## config.mk

```make
export PLATFORM = sky130hd
export DESIGN_NAME = melt_out
export DESIGN_NICKNAME = d
export VERILOG_FILES = /design/src/melt_pkg.sv /design/src/melt_out.sv
export SDC_FILE = /design/constraint.sdc
export NUM_CORES = 1
export LEC_CHECK = 0
export ABC_CLOCK_PERIOD_IN_PS = 800
export BUFFER_PORTS_ARGS = -buffer_cell sky130_fd_sc_hd__buf_4
export CORE_MARGIN = 10
export CORE_UTILIZATION = 25
export DETAILED_ROUTE_END_ITERATION = 8
export GPL_TIMING_DRIVEN = 0
export PLACE_DENSITY = 0.58
export SLEW_MARGIN = 40
export SYNTH_ARGS = -nofsm -noshare
export SYNTH_HDL_FRONTEND = slang
export SYNTH_SLANG_ARGS = --single-unit
```

## constraint.sdc

```tcl
create_clock -name clk -period 0.8 [get_ports clk]
set_clock_uncertainty 0.2 [all_clocks]
set_input_delay 0.08 -clock clk [delete_from_list [all_inputs] [get_ports clk]]
set_output_delay 0.08 -clock clk [all_outputs]
set_load 0.005 [all_outputs]
```

## src/melt_pkg.sv

```systemverilog
// shared types and codes for the mac endpoint learning table
// no dependencies
package melt_pkg;

  localparam int unsigned AddrW = 48;

  typedef enum logic [1:0] {
    OP_LOOKUP = 2'd0,
    OP_ADD    = 2'd1,
    OP_REMOVE = 2'd2,
    OP_RSVD   = 2'd3
  } op_t;

  typedef enum logic [1:0] {
    ST_NONE = 2'd0,
    ST_DONE = 2'd1,
    ST_NEW  = 2'd2,
    ST_FULL = 2'd3
  } status_t;

  // result record passed from the sequencer to the output stage
  typedef struct packed {
    logic             ok;
    status_t          status;
    logic [AddrW-1:0] ep;
  } result_t;

endpackage

```

## src/melt_out.sv

```systemverilog
// result register stage: one-cycle strobe with the result fields
// depends on melt_pkg
module melt_out (
  input  logic              clk,
  input  logic              rst_n,
  input  logic              fire,
  input  melt_pkg::result_t res,
  output logic              strobe,
  output logic              ok,
  output logic [1:0]        status,
  output logic [47:0]       ep
);
  import melt_pkg::*;

  logic    strobe_r;
  result_t res_r;

  always_ff @(posedge clk) begin
    if (!rst_n) begin
      strobe_r <= 1'b0;
    end else begin
      strobe_r <= fire;
    end
    if (fire) begin
      res_r <= res;
    end
  end

  assign strobe = strobe_r;
  assign ok     = res_r.ok;
  assign status = res_r.status;
  assign ep     = res_r.ep;
endmodule
```

* Yosys cells after proc, flatten, opt, wreduce, memory -nomap -nowiden
Index checks and enable logic that the tools add are counted.
** Word-level totals
- Register bits :: 52
- Word-level logic and storage cells :: 4

* Depth between registers and ports, before layout
- Depth after elaboration :: 0
- Mapped depth :: 1
- Depth with buffers taken out :: 1

* Worst setup path before layout
No wires, ideal clock.
- Path type :: register -> output
- From :: register res_r, in the netlist ep[0]
- To :: output port ep[0]
- Arrival time :: 0.355 ns
- Buffers on the path :: 0
- Required time :: 0.520 ns
- Setup slack :: 0.165 ns
- Stages on the path, launching flop included :: 1
- Cell sequence :: edfxtp_1
** RTL lines
- start: declaration :: line melt_out.sv:16 : result_t res_r;
- start signal: assignment :: line melt_out.sv:25 : res_r <= res;
- end: declaration :: line melt_out.sv:11 : output logic [47:0] ep
No word-level cell between the ends.

* Final worst setup path
- From :: register res_r, in the netlist ep[20]
- To :: output port ep[20]
No word-level cell between the ends.

==> load_flow_metrics.sql <==
INSERT INTO impl_metrics (metric_group, metric, value, unit) VALUES
('cells_and_area', 'final_cell_area', '2690', 'µm²'),
('sta', 'setup_violations', '52', ''),
('cts', 'total_cts_buffers', '5', ''),
('synthesis', 'synth-compound-area-share', '0', '%'),
('sta', 'relSlewSlack', '70.0', '%'),
('synthesis', 'main_combinational_cell_family_by_area_after_synthesis', 'simple AND/OR/NAND/NOR gates', ''),
('setup_path', 'critPathCapture', 'ep[20]', ''),
('setup_path', 'critPathCaptureType', 'primary output', ''),
('floorplan', 'core_area', '5990', 'µm²'),
('cts', 'clock_tree.root_cell', 'sky130_fd_sc_hd__clkbuf_8', ''),
('power_and_ir_drop', 'net_switching_component_of_the_power', '1090', 'µW'),
('synthesis', 'yosys.area_share.xor_xnor', '0', '%'),
('global_routing', 'maximum_number_of_pins_on_one_net_before_global_route_repair', '53', ''),
('cells_and_area', 'final.fill_count', '534', ''),
('sta', 'slew_violations', '0', ''),
('setup_path', 'crit_required', '0.52', 'ns'),
('setup_path', 'slowest_delay', '0.41', 'ns'),
('setup_path', 'worst_ep_arrival_time', '0.84', 'ns'),
('detailed_routing', 'route.detailed.drc', '0', ''),
('floorplan', 'die_w', '98.9', 'µm'),
('detailed_routing', 'drt_pre_antenna_iters', '4', ''),
('sta', 'post-route-min-period', '1.12', 'ns'),
('cells_and_area', 'area_growth', '72.7', '%'),
('synthesis', 'synth_cell_types', '3', ''),
('power_and_ir_drop', 'p_int', '5240', 'µW'),
('synthesis', 'post_synth.cell_area_avg', '29.4', 'µm²'),
('global_routing', 'grt_usage', '8.43', '%'),
('sta', 'hold_slack', '-0.250', 'ns'),
('setup_path', 'start_kind', 'register', ''),
('sta', 'grt_setup_unrepaired', 'yes', ''),
('sta', 'worst-slew-pin-transition', '0.450', 'ns'),
('power_and_ir_drop', 'share_comb_of_total_power', '10.4', '%'),
('setup_path', 'path_class', 'register to primary output', ''),
('cells_and_area', 'area_occupied_by_multi_input_gates', '6.26', 'µm²'),
('synthesis', 'post_synth_mux_area_share', '0', '%'),
('power_and_ir_drop', 'clkPwrFrac', '37.5', '%'),
('cts', 'clk_pin_slew_worst_setup_hold_paths', '0.09', 'ns'),
('sta', 'setup_slack_of_the_critical_path_after_layout', '-0.321', 'ns'),
('floorplan', 'total_die_area', '9790', 'µm²'),
('power_and_ir_drop', 'netSwitchingFraction', '17.3', '%'),
('setup_path', 'critical_path_peak_fanout', '1', ''),
('setup_path', 'critical-path-top-delay-family', 'flip-flops', ''),
('synthesis', 'synth_simple_gate_area_share', '0.402', '%'),
('cells_and_area', 'regArea', '1550', 'µm²'),
('floorplan', 'initial_core_utilization', '26.0', '%'),
('power_and_ir_drop', 'power_density', '2350', 'nW/µm²'),
('status', 'outcome', 'finished with violations', ''),
('worst_hold_path', 'worstHoldPathType', 'input pin to register', ''),
('sta', 'final_min_period_over_clock_period', '140', '%'),
('placed_design', 'io_buffer_count', '105', ''),
('status', 'violations_in_the_final_reports', 'negative hold slack, negative setup slack', ''),
('detailed_routing', 'detail-route-antenna-nets', '0', ''),
('cts', 'postCtsSetupRepairBufs', '0', ''),
('placed_design', 'placed_instance_area', '2440', 'µm²'),
('setup_path', 'timing.critical_path.slowest_stage_cell', 'sky130_fd_sc_hd__edfxtp_1', ''),
('sta', 'hold_violations_final', '52', ''),
('power_and_ir_drop', 'seq_power_share', '52.2', '%'),
('run', 'max_cap_viol_count', '0', ''),
('global_routing', 'globalRoute.totalOverflow', '0', ''),
('synthesis', 'post_synth_fa_ha_maj_area_fraction', '0', '%'),
('cells_and_area', 'num_antenna_cells', '0', ''),
('cts', 'cts-root-to-sink-buffers', '2', ''),
('synthesis', 'synth_warnings', '0', ''),
('synthesis', 'syn_area', '1560', 'µm²'),
('global_routing', 'grt_first_pass_wirelength', '6310', 'µm'),
('global_routing', 'number_of_antenna_violations_at_the_first_check_in_global_routing', '0', ''),
('synthesis', 'mappedNetlistNets', '107', ''),
('cells_and_area', 'layout.core_utilization', '44.9', '%'),
('placed_design', 'place_congestion', '0.748', ''),
('cells_and_area', 'finalNetCount', '219', ''),
('setup_path', 'worst_path_bufs_invs', '1', '');
==> flip-flops by register name, summed over array words and instances, names as in the netlist <==
register and flops:
ep 48, status 2, strobe 1, ok 1
==> cells in the final DEF, fill, tap and decap left out <==
cell,Yosys,final
sky130_fd_sc_hd__bufinv_16,0,3
sky130_fd_sc_hd__and2_1,1,1
sky130_fd_sc_hd__edfxtp_1,51,51
sky130_fd_sc_hd__clkbuf_8,0,5
sky130_fd_sc_hd__dfxtp_2,0,1
sky130_fd_sc_hd__buf_4,0,81
sky130_fd_sc_hd__buf_6,0,24
==> cells by family (layout without fill, tap and decap cells) <==
kind of cell / after synthesis / after routing
simple gates: 1 / 1
flops: 52 / 52
buf+inv: 0 / 113
==> power by group through the flow <==
stage / clock network (µW) / logic, µW / registers, µW
after floorplan: 0 / 1.60 / 3370
after global placement: 0 / 613 / 3340
after detailed placement: 0 / 625 / 3350
after CTS: 2460 / 638 / 3300
after global routing: 2560 / 708 / 3330
final: 2370 / 656 / 3300
==> synth_stat cells <==
| cell | n | share of area [%] |
|---|---|---|
| sky130_fd_sc_hd__and2_1 | 1 | 0.40 |
| sky130_fd_sc_hd__dfxtp_1 | 1 | 1.3 |
| sky130_fd_sc_hd__edfxtp_1 | 51 | 98 |
==> timing repair <==
item                                    CTS  global route
endpoints found under the setup margin  103            52
resized for setup                         7            18
endpoints found under the hold margin    52            52
==> stage by stage <==
step,total power [µW],setup TNS [ns],cells,worst slack [ns]
2_1_floorplan,3370,0,53,0.165
3_3_place_gp,3960,-18.10,233,-0.352
3_5_place_dp,3980,-20.00,233,-0.390
4_1_cts,6390,-16.48,241,-0.354
5_1_grt,6600,-17.71,241,-0.370
6_report,6330,-15.36,241,-0.321
==> per-layer routing <==
metal | wire length, µm | vias up | track usage (%)
li1 | - | 435 | -
met1 | 1440 | 422 | 7.96
met2 | 2120 | 66 | 13.7
met3 | 648 | 6 | 6.63
met4 | 53 | 0 | 2.65
met5 | 0 | - | 0
==> worst min-delay path by stage <==
stage / startpoint / cells past startpoint / slack, ns / to
floorplan: res[0] / 0 / -0.02 / ep[0]
CTS: res[45] / 1 / -0.26 / ep[45]
global route: res[13] / 1 / -0.28 / ep[13]
global placement: res[16] / 1 / 0.06 / ep[16]
finish: res[45] / 1 / -0.25 / ep[45]
detailed placement: res[40] / 1 / 0.06 / ep[40]
==> layout make-up <==
cell class,count,area share [%]
clock buffers,5,2.56
clock inverters,3,3.35
multi-input cells,1,0.233
flip-flops and latches,52,57.7
well taps,75,3.49
repair buffers,105,32.7
Note: power is estimated with default switching activity, not from simulation.
